### src/rtl/ecal_pkg.sv
`timescale 1ns / 1ps
// Shared constants, result types and the month table of the calendar date unit.
package ecal_pkg;

  localparam int EPOCH_W = 32;
  localparam int OFFSET_W = 17;
  localparam int DAY_W = 16;
  localparam int REM_W = 17;
  localparam int OUT_TDATA_W = 40;

  localparam logic [OFFSET_W-1:0] OFFSET_RESET = 17'd28800;

  localparam logic [15:0] RECIP_675 = 16'd49710;
  localparam logic [11:0] RECIP_60 = 12'd2184;
  localparam logic [5:0] RECIP_60_MIN = 6'd34;
  localparam logic [13:0] RECIP_7 = 14'd9362;
  localparam logic [5:0] RECIP_1461 = 6'd44;

  localparam logic [15:0] DAYS_EPOCH_TO_2001 = 16'd11323;
  localparam logic [17:0] DAYS_BORROWED = 18'd134774;
  localparam logic [17:0] DAYS_100Y = 18'd36524;
  localparam logic [11:0] DAYS_4Y = 12'd1461;
  localparam logic [10:0] DAYS_1Y = 11'd365;
  localparam logic [15:0] EPOCH_WEEKDAY = 16'd4;

  typedef struct packed {
    logic [6:0] year;
    logic [3:0] month;
    logic [4:0] dom;
    logic [2:0] weekday;
  } date_t;

  typedef struct packed {
    logic [4:0] hour;
    logic [5:0] minute;
    logic [5:0] second;
  } clock_t;

  function automatic logic [8:0] month_start(input logic [3:0] m, input logic leap);
    logic [8:0] s;
    case (m)
      4'd0:    s = 9'd0;
      4'd1:    s = 9'd31;
      4'd2:    s = 9'd59;
      4'd3:    s = 9'd90;
      4'd4:    s = 9'd120;
      4'd5:    s = 9'd151;
      4'd6:    s = 9'd181;
      4'd7:    s = 9'd212;
      4'd8:    s = 9'd243;
      4'd9:    s = 9'd273;
      4'd10:   s = 9'd304;
      4'd11:   s = 9'd334;
      default: s = 9'd0;
    endcase
    if (leap && (m >= 4'd2)) begin
      s = s + 9'd1;
    end
    return s;
  endfunction

endpackage

### src/rtl/ecal_clock.sv
`timescale 1ns / 1ps
// Seven-stage split of the second of the day into hour, minute and second.
module ecal_clock import ecal_pkg::*; (
  input  logic             clk,
  input  logic             en,
  input  logic [REM_W-1:0] rem,
  output clock_t           result
);

  logic [27:0] p1;
  logic [REM_W-1:0] rem1;
  logic [10:0] q2;
  logic [6:0] r2;
  logic [10:0] mt3;
  logic [5:0] sec3;
  logic [15:0] p4;
  logic [10:0] mt4;
  logic [5:0] sec4;
  logic [4:0] hq5;
  logic [6:0] rm5;
  logic [5:0] sec5;
  logic [4:0] hour6;
  logic [5:0] min6;
  logic [5:0] sec6;

  logic [10:0] q_est;
  logic [6:0] r_est;
  logic [4:0] hq_est;
  logic [6:0] rm_est;

  always_comb begin
    q_est = p1[27:17];
    r_est = 7'(rem1 - 17'(17'(q_est) * 17'd60));
    hq_est = p4[15:11];
    rm_est = 7'(mt4 - 11'(11'(hq_est) * 11'd60));
  end

  always_ff @(posedge clk) begin
    if (en) begin
      p1 <= 28'(rem) * 28'(RECIP_60);
      rem1 <= rem;
      q2 <= q_est;
      r2 <= r_est;
      if (r2 >= 7'd60) begin
        mt3 <= q2 + 11'd1;
        sec3 <= 6'(r2 - 7'd60);
      end else begin
        mt3 <= q2;
        sec3 <= 6'(r2);
      end
      p4 <= 16'(mt3) * 16'(RECIP_60_MIN);
      mt4 <= mt3;
      sec4 <= sec3;
      hq5 <= hq_est;
      rm5 <= rm_est;
      sec5 <= sec4;
      if (rm5 >= 7'd60) begin
        hour6 <= hq5 + 5'd1;
        min6 <= 6'(rm5 - 7'd60);
      end else begin
        hour6 <= hq5;
        min6 <= 6'(rm5);
      end
      sec6 <= sec5;
      result.hour <= hour6;
      result.minute <= min6;
      result.second <= sec6;
    end
  end

endmodule

### src/rtl/ecal_date.sv
`timescale 1ns / 1ps
// Seven-stage conversion of the day count into year, month, day and weekday.
module ecal_date import ecal_pkg::*; (
  input  logic             clk,
  input  logic             en,
  input  logic [DAY_W-1:0] day,
  output date_t            result
);

  logic [17:0] d1;
  logic [15:0] w1;
  logic [28:0] pw1;
  logic [15:0] d2;
  logic [1:0] n100_2;
  logic [3:0] r7_2;
  logic [20:0] p3;
  logic [15:0] d2_3;
  logic [1:0] n100_3;
  logic [2:0] wd3;
  logic [11:0] r4_4;
  logic [4:0] n4e_4;
  logic [1:0] n100_4;
  logic [2:0] wd4;
  logic [10:0] d3_5;
  logic [4:0] n4_5;
  logic [1:0] n100_5;
  logic [2:0] wd5;
  logic [8:0] d4_6;
  logic leap6;
  logic [6:0] yy6;
  logic [2:0] wd6;

  logic [15:0] w_sum;
  logic [1:0] n100;
  logic [17:0] base100;
  logic [12:0] q7;
  logic [3:0] r7_fix;
  logic [4:0] n4_est;
  logic [1:0] n1;
  logic [10:0] base1;
  logic [6:0] yy_sum;
  logic [3:0] mon;
  logic [8:0] mon_base;

  always_comb begin
    w_sum = day + EPOCH_WEEKDAY;
    if (d1 >= 18'd109572) begin
      n100 = 2'd3;
    end else if (d1 >= 18'd73048) begin
      n100 = 2'd2;
    end else if (d1 >= DAYS_100Y) begin
      n100 = 2'd1;
    end else begin
      n100 = 2'd0;
    end
    base100 = 18'(n100) * DAYS_100Y;
    q7 = pw1[28:16];
    r7_fix = (r7_2 >= 4'd7) ? r7_2 - 4'd7 : r7_2;
    n4_est = p3[20:16];
    if (d3_5 >= 11'd1095) begin
      n1 = 2'd3;
    end else if (d3_5 >= 11'd730) begin
      n1 = 2'd2;
    end else if (d3_5 >= DAYS_1Y) begin
      n1 = 2'd1;
    end else begin
      n1 = 2'd0;
    end
    base1 = 11'(n1) * DAYS_1Y;
    yy_sum = 7'd1 + 7'({n4_5, 2'b00}) + 7'(n1);
    mon = 4'd0;
    for (int k = 1; k < 12; k++) begin
      if (d4_6 >= month_start(4'(k), leap6)) begin
        mon = 4'(k);
      end
    end
    mon_base = month_start(mon, leap6);
  end

  always_ff @(posedge clk) begin
    if (en) begin
      if (day >= DAYS_EPOCH_TO_2001) begin
        d1 <= 18'(day) - 18'(DAYS_EPOCH_TO_2001);
      end else begin
        d1 <= 18'(day) + DAYS_BORROWED;
      end
      w1 <= w_sum;
      pw1 <= 29'(w_sum) * 29'(RECIP_7);

      d2 <= 16'(d1 - base100);
      n100_2 <= n100;
      r7_2 <= 4'(w1 - 16'(16'(q7) * 16'd7));

      p3 <= 21'(d2) * 21'(RECIP_1461);
      d2_3 <= d2;
      n100_3 <= n100_2;
      wd3 <= (r7_fix == 4'd0) ? 3'd7 : 3'(r7_fix);

      r4_4 <= 12'(d2_3 - 16'(16'(n4_est) * 16'(DAYS_4Y)));
      n4e_4 <= n4_est;
      n100_4 <= n100_3;
      wd4 <= wd3;

      if (r4_4 >= DAYS_4Y) begin
        d3_5 <= 11'(r4_4 - DAYS_4Y);
        n4_5 <= n4e_4 + 5'd1;
      end else begin
        d3_5 <= 11'(r4_4);
        n4_5 <= n4e_4;
      end
      n100_5 <= n100_4;
      wd5 <= wd4;

      d4_6 <= 9'(d3_5 - base1);
      leap6 <= (n1 == 2'd3) && ((n4_5 != 5'd24) || (n100_5 == 2'd3));
      yy6 <= (yy_sum == 7'd100) ? 7'd0 : yy_sum;
      wd6 <= wd5;

      result.year <= yy6;
      result.month <= mon + 4'd1;
      result.dom <= 5'(d4_6 - mon_base + 9'd1);
      result.weekday <= wd6;
    end
  end

endmodule

### src/rtl/epoch_seconds_to_calendar_date_unit.sv
`timescale 1ns / 1ps
// Top level of the epoch seconds to local calendar date and time converter.
//
//  Channel  Signals                      Contents
//  cfg      cfg_valid/cfg_ready/cfg_data  signed zone offset in seconds
//  s        s_tvalid/s_tready/s_tdata     one epoch seconds count per item
//  m        m_tvalid/m_tready/m_tdata     one date and time per item
//
// One item enters per cycle while the output is not stalled.
// The pipeline depth is set by the chain of reciprocal multiplies with correction.
// Reset empties the pipeline and loads an offset of 28800 seconds.
// A stalled output holds every stage; nothing is dropped or repeated.
module epoch_seconds_to_calendar_date_unit import ecal_pkg::*; (
  input  logic                   clk,
  input  logic                   rst,
  input  logic                   cfg_valid,
  output logic                   cfg_ready,
  input  logic [OFFSET_W-1:0]    cfg_data,
  input  logic                   s_tvalid,
  output logic                   s_tready,
  input  logic [EPOCH_W-1:0]     s_tdata,      // epoch_seconds
  output logic                   m_tvalid,
  input  logic                   m_tready,
  output logic [OUT_TDATA_W-1:0] m_tdata       // year, month, day, hour, minute, second, weekday
);

  localparam int Stages = 11;

  logic [OFFSET_W-1:0] zone_offset;
  logic [Stages-1:0] vld;
  logic en;

  logic [31:0] t_s1;
  logic [40:0] p_s2;
  logic [24:0] q1_s2;
  logic [6:0] lo_s2;
  logic [15:0] qe_s3;
  logic [10:0] r_s3;
  logic [6:0] lo_s3;
  logic [DAY_W-1:0] day_s4;
  logic [REM_W-1:0] rem_s4;

  logic [15:0] qe;
  logic [25:0] prod675;

  date_t date_out;
  clock_t clock_out;

  assign en = !vld[Stages-1] || m_tready;
  assign s_tready = en;
  assign cfg_ready = 1'b1;
  assign m_tvalid = vld[Stages-1];

  always_comb begin
    qe = p_s2[40:25];
    prod675 = 26'(qe) * 26'd675;
  end

  always_ff @(posedge clk) begin
    if (rst) begin
      zone_offset <= OFFSET_RESET;
    end else if (cfg_valid && cfg_ready) begin
      zone_offset <= cfg_data;
    end
  end

  always_ff @(posedge clk) begin
    if (rst) begin
      vld <= '0;
    end else if (en) begin
      vld <= {vld[Stages-2:0], s_tvalid};
    end
  end

  always_ff @(posedge clk) begin
    if (en) begin
      t_s1 <= s_tdata + {{(EPOCH_W-OFFSET_W){zone_offset[OFFSET_W-1]}}, zone_offset};
      p_s2 <= 41'(t_s1[31:7]) * 41'(RECIP_675);
      q1_s2 <= t_s1[31:7];
      lo_s2 <= t_s1[6:0];
      qe_s3 <= qe;
      r_s3 <= 11'(q1_s2 - prod675[24:0]);
      lo_s3 <= lo_s2;
      if (r_s3 >= 11'd675) begin
        day_s4 <= qe_s3 + 16'd1;
        rem_s4 <= {10'(r_s3 - 11'd675), lo_s3};
      end else begin
        day_s4 <= qe_s3;
        rem_s4 <= {r_s3[9:0], lo_s3};
      end
    end
  end

  ecal_date u_date (
    .clk    (clk),
    .en     (en),
    .day    (day_s4),
    .result (date_out)
  );

  ecal_clock u_clock (
    .clk    (clk),
    .en     (en),
    .rem    (rem_s4),
    .result (clock_out)
  );

  assign m_tdata = {4'b0000, date_out.weekday, clock_out.second, clock_out.minute,
                    clock_out.hour, date_out.dom, date_out.month, date_out.year};

  a_rem_range: assert property (@(posedge clk) disable iff (rst)
    vld[3] |-> rem_s4 < 17'd86400)
    else $error("second of day out of range");

  a_month_range: assert property (@(posedge clk) disable iff (rst)
    m_tvalid |-> date_out.month >= 4'd1 && date_out.month <= 4'd12)
    else $error("month out of range");

  a_day_hour: assert property (@(posedge clk) disable iff (rst)
    m_tvalid |-> date_out.dom >= 5'd1 && clock_out.hour <= 5'd23)
    else $error("day or hour out of range");

  a_min_sec_wd: assert property (@(posedge clk) disable iff (rst)
    m_tvalid |-> clock_out.minute <= 6'd59 && clock_out.second <= 6'd59 &&
                 date_out.weekday >= 3'd1 && date_out.weekday <= 3'd7 &&
                 date_out.year <= 7'd99)
    else $error("minute, second, weekday or year out of range");

endmodule

### config.mk
export PLATFORM = sky130hd
export DESIGN_NAME = epoch_seconds_to_calendar_date_unit
export DESIGN_NICKNAME = d
export VERILOG_FILES = /design/src/rtl/ecal_pkg.sv /design/src/rtl/ecal_clock.sv /design/src/rtl/ecal_date.sv /design/src/rtl/epoch_seconds_to_calendar_date_unit.sv
export SDC_FILE = /design/constraint.sdc
export NUM_CORES = 1
export LEC_CHECK = 0
export ABC_CLOCK_PERIOD_IN_PS = 19900
export BUFFER_PORTS_ARGS = -buffer_cell sky130_fd_sc_hd__buf_2
export CAP_MARGIN = 5
export CORE_MARGIN = 2
export CORE_UTILIZATION = 50
export DETAILED_ROUTE_END_ITERATION = 7
export GPL_TIMING_DRIVEN = 0
export PLACE_DENSITY = 0.69
export SYNTH_ARGS = -nofsm -noshare
export SYNTH_HDL_FRONTEND = slang
export SYNTH_SLANG_ARGS = --single-unit
### constraint.sdc
create_clock -name clk -period 19.9 [get_ports clk]
set_clock_uncertainty 0.1 [all_clocks]
set_input_delay 3.98 -clock clk [delete_from_list [all_inputs] [get_ports clk]]
set_output_delay 3.98 -clock clk [all_outputs]
set_load 0.02 [all_outputs]
==> impl_results.md <==
* Outcome: finished, final reports clean
* Path class of the lowest-slack min-delay path: reg2reg
* Height of the chip at 258.5 um
* TritonCTS clock tree: yes
* Number of buffers added for setup after CTS at 0
* Max-cap viol count at 0
* Footprint of the flip-flops and latches at 12810 um2
* DRC errors left at 0
* Top cell type's share of synthesized area at 37.83%
* Area of the die at 66820 um2
* Synth unique cells at 83
* Number of antenna diodes at 0
* Pin count of the biggest net entering global routing at 67
* Resize count post-CTS at 0
* Max H-tree Level at 2
* Area of the mapped netlist at 32390 um2
* Mean area per synthesized cell at 11.38 um2
* Average wire per standard cell at 14.43 um
* Type of element capturing the critical path: output port
* Router iterations before antenna repair at 5
* Crit Path Class: in2out
* Most instantiated cells after synthesis: 508 x sky130_fd_sc_hd__inv_1, 503 x sky130_fd_sc_hd__ha_1, 408 x sky130_fd_sc_hd__edfxtp_1, 187 x sky130_fd_sc_hd__fa_1, 174 x sky130_fd_sc_hd__xnor2_1
* FFs w/ async S/R, synth at 0%
* Maximum count of clock buffers along a single path at 3
* RSZ-0062 raised after global routing: no
* Most frequent cell after synthesis: sky130_fd_sc_hd__inv_1
* Final Hold Vio Count at 0
* Sequential-to-total area share from yosys stat at 39.56%
* Clock period minus final worst setup slack at 9368 ps
* WL final at 56.23 mm
* Gpl congestion at 0.8688
* Type of element launching the critical path: input port
* Clock sinks at 436
* Dominant synthesized flop cell: sky130_fd_sc_hd__edfxtp_1
* Worst setup slack before clock tree synthesis at 10490 ps
* Layout cells sized above 1 at 7.396%
* Via count of the first global-routing pass at 21320
* Largest area contributor in the synthesized netlist: sky130_fd_sc_hd__edfxtp_1
* Vias per std cell at 5.204
* Fin worst setup slack at 10530 ps
* Clock Tree Root: sky130_fd_sc_hd__clkbuf_16
* Top cells by area, synth: sky130_fd_sc_hd__edfxtp_1 38%, sky130_fd_sc_hd__ha_1 19%, sky130_fd_sc_hd__fa_1 12%
* CTS buffer count at 52
* Count of mapped cells out of synthesis at 2847
* Number of fillers in the final layout at 5406
* Remaining global-route overflow at 0
* Global-route wire length before repair at 96.29 mm
* Number of vias in the routed layout at 20280
* Aggregate negative setup slack at 0 ps
* Row Count at 93
* Number of placed I/O pins at 97
* Half-perimeter wire length after placement at 44.12 mm
* Worst-skew pair later-pin latency at 620 ps
* Area growth, synth to finish at 10.50%
* Hold buffers post-CTS at 0
* Crit path arrival time at 5290 ps
* Yosys warning count at 0
* Portion of the clock cycle consumed by the worst path in the final layout at 47.07%
* CP required at 15820 ps
* Combined area of the multi-input logic cells at 17490 um2
* Max-slew headroom at 38.70%
* Final setup fails at 0
* Transition time of the tightest slew-check pin at 919.6 ps
* Number of antenna violations at the first check in global routing at 1
* Number of flops mapped to enable cells by yosys at 408
* Final slew viol count at 0
* Post-CTS clock slew at the launch and capture registers of the worst setup and hold paths at 60 ps
* Effective utilization at floorplan at 50.42%
* DIE WIDTH at 258.5 um
* Final layout net count at 3744
* Worst-path fanout max at 62
* Count of antenna-violating nets left after detailed routing at 0
* Total routing resource utilization after global routing at 17.29%
* DR iter-0 viols at 851
* Highest clock frequency the design can meet at 106.7 MHz
* Area of the core at 64230 um2
* Buffers added on ports at 90
* Number of register bits inferred by synthesis at 436
==> cell families (layout without fill, tap and decap cells) <==
| group | Yosys count | count (layout) | share of synthesized area [%] |
|---|---|---|---|
| buffers and inverters | 546 | 738 | 6.456 |
| xor gates and xnor gates | 238 | 238 | 6.436 |
| AOI/OAI and AO/OA | 411 | 411 | 8.252 |
| other | 2 | 5 | 0.02319 |
| and+or+nand+nor | 494 | 494 | 7.290 |
| muxes | 30 | 30 | 0.9890 |
| adders and majority gates | 690 | 690 | 30.99 |
| DFF | 436 | 436 | 39.56 |
==> worst paths after layout <==
check	start	end	slack [ps]	cells past startpoint
setup / recovery	m_tready	s_tready	10530	5
hold / removal	u_clock.p1[24]$_DFFE_PP_	u_clock.q2[7]$_DFFE_PP_	310	0
setup reg to reg	t_s1[23]$_DFFE_PP_	p_s2[37]$_DFFE_PP_	13820	17
hold reg to reg	u_clock.p1[24]$_DFFE_PP_	u_clock.q2[7]$_DFFE_PP_	310	0
==> metal layers <==
layer	track usage (%)	routed length (um)	vias up
met3	2.631	1714	113
li1	-	-	10100
met1	19.69	23300	9798
met4	5.363	1497	2
met2	33.01	29710	273
met5	0	4	-
==> final cells by class <==
type	instances	share of cell area [%]
tap	855	2.989
timing repair buffer	96	1.720
buffer	38	0.5244
inverter	508	5.328
clock buffer	65	3.926
clock inverter	31	0.8286
sequential	436	35.80
multi-input combinational	1868	48.88
==> per-stage QoR <==
| step | hold WS [ps] | cell area, um2 | std cells | util [%] |
|---|---|---|---|---|
| 2_1_floorplan | 300.3 | 32400 | 2850 | - |
| 3_5_place_dp | 304.5 | 34090 | 3801 | 53.07 |
| 4_1_cts | 310.9 | 35790 | 3897 | 55.72 |
| 6_report | 305.9 | 35790 | 3897 | 55.72 |
| 5_1_grt | 316.2 | 35790 | 3897 | 55.72 |
| 3_3_place_gp | 300.3 | 33920 | 3795 | 52.81 |
==> placed cells by master, fill, tap and decap left out, types with 8 or more instances in the layout <==
| master | count |
|---|---|
| sky130_fd_sc_hd__ha_1 | 503 |
| sky130_fd_sc_hd__clkbuf_16 | 54 |
| sky130_fd_sc_hd__a211oi_1 | 15 |
| sky130_fd_sc_hd__o21ai_0 | 84 |
| sky130_fd_sc_hd__mux2i_1 | 23 |
| sky130_fd_sc_hd__a21o_1 | 43 |
| sky130_fd_sc_hd__clkbuf_1 | 23 |
| sky130_fd_sc_hd__nor2b_1 | 24 |
| sky130_fd_sc_hd__clkinv_2 | 9 |
| sky130_fd_sc_hd__o21bai_1 | 11 |
| sky130_fd_sc_hd__nand2_1 | 142 |
| sky130_fd_sc_hd__xor2_1 | 64 |
| sky130_fd_sc_hd__clkinv_1 | 8 |
| sky130_fd_sc_hd__buf_4 | 8 |
| sky130_fd_sc_hd__fa_1 | 187 |
| sky130_fd_sc_hd__inv_1 | 508 |
| sky130_fd_sc_hd__nor3_1 | 38 |
| sky130_fd_sc_hd__xnor2_1 | 174 |
| sky130_fd_sc_hd__nand3_1 | 39 |
| sky130_fd_sc_hd__edfxtp_1 | 408 |
| sky130_fd_sc_hd__buf_2 | 99 |
| sky130_fd_sc_hd__o21a_1 | 21 |
| sky130_fd_sc_hd__nand4_1 | 25 |
| sky130_fd_sc_hd__a31oi_1 | 17 |
| sky130_fd_sc_hd__nor2_1 | 137 |
| sky130_fd_sc_hd__or3_1 | 10 |
| sky130_fd_sc_hd__and3_1 | 14 |
| sky130_fd_sc_hd__a21oi_1 | 124 |
| sky130_fd_sc_hd__nor4_1 | 12 |
| sky130_fd_sc_hd__dfxtp_1 | 28 |
| sky130_fd_sc_hd__o211ai_1 | 16 |
| sky130_fd_sc_hd__nand2b_1 | 16 |
| sky130_fd_sc_hd__a21boi_0 | 8 |
==> registers in the layout (all words and copies together) (netlist names), 12 cells and up <==
signal          count
u_date.d2_3        12
u_date.result      19
qe_s3              16
p_s2               16
zone_offset        17
u_clock.result     17
day_s4             16
u_date.r4_4        12
rem_s4             17
t_s1               32
u_date.d1          18
u_date.d2          16
==> critical path, cell delays in order <==
cell	delay, ps
sky130_fd_sc_hd__buf_2	110
sky130_fd_sc_hd__nor2b_1	70
sky130_fd_sc_hd__inv_1	70
sky130_fd_sc_hd__clkbuf_4	700
sky130_fd_sc_hd__buf_2	300
Power is left out: the tool's default activity adds up to more than one toggle a clock period on the data nets, which glitch-free logic cannot reach.
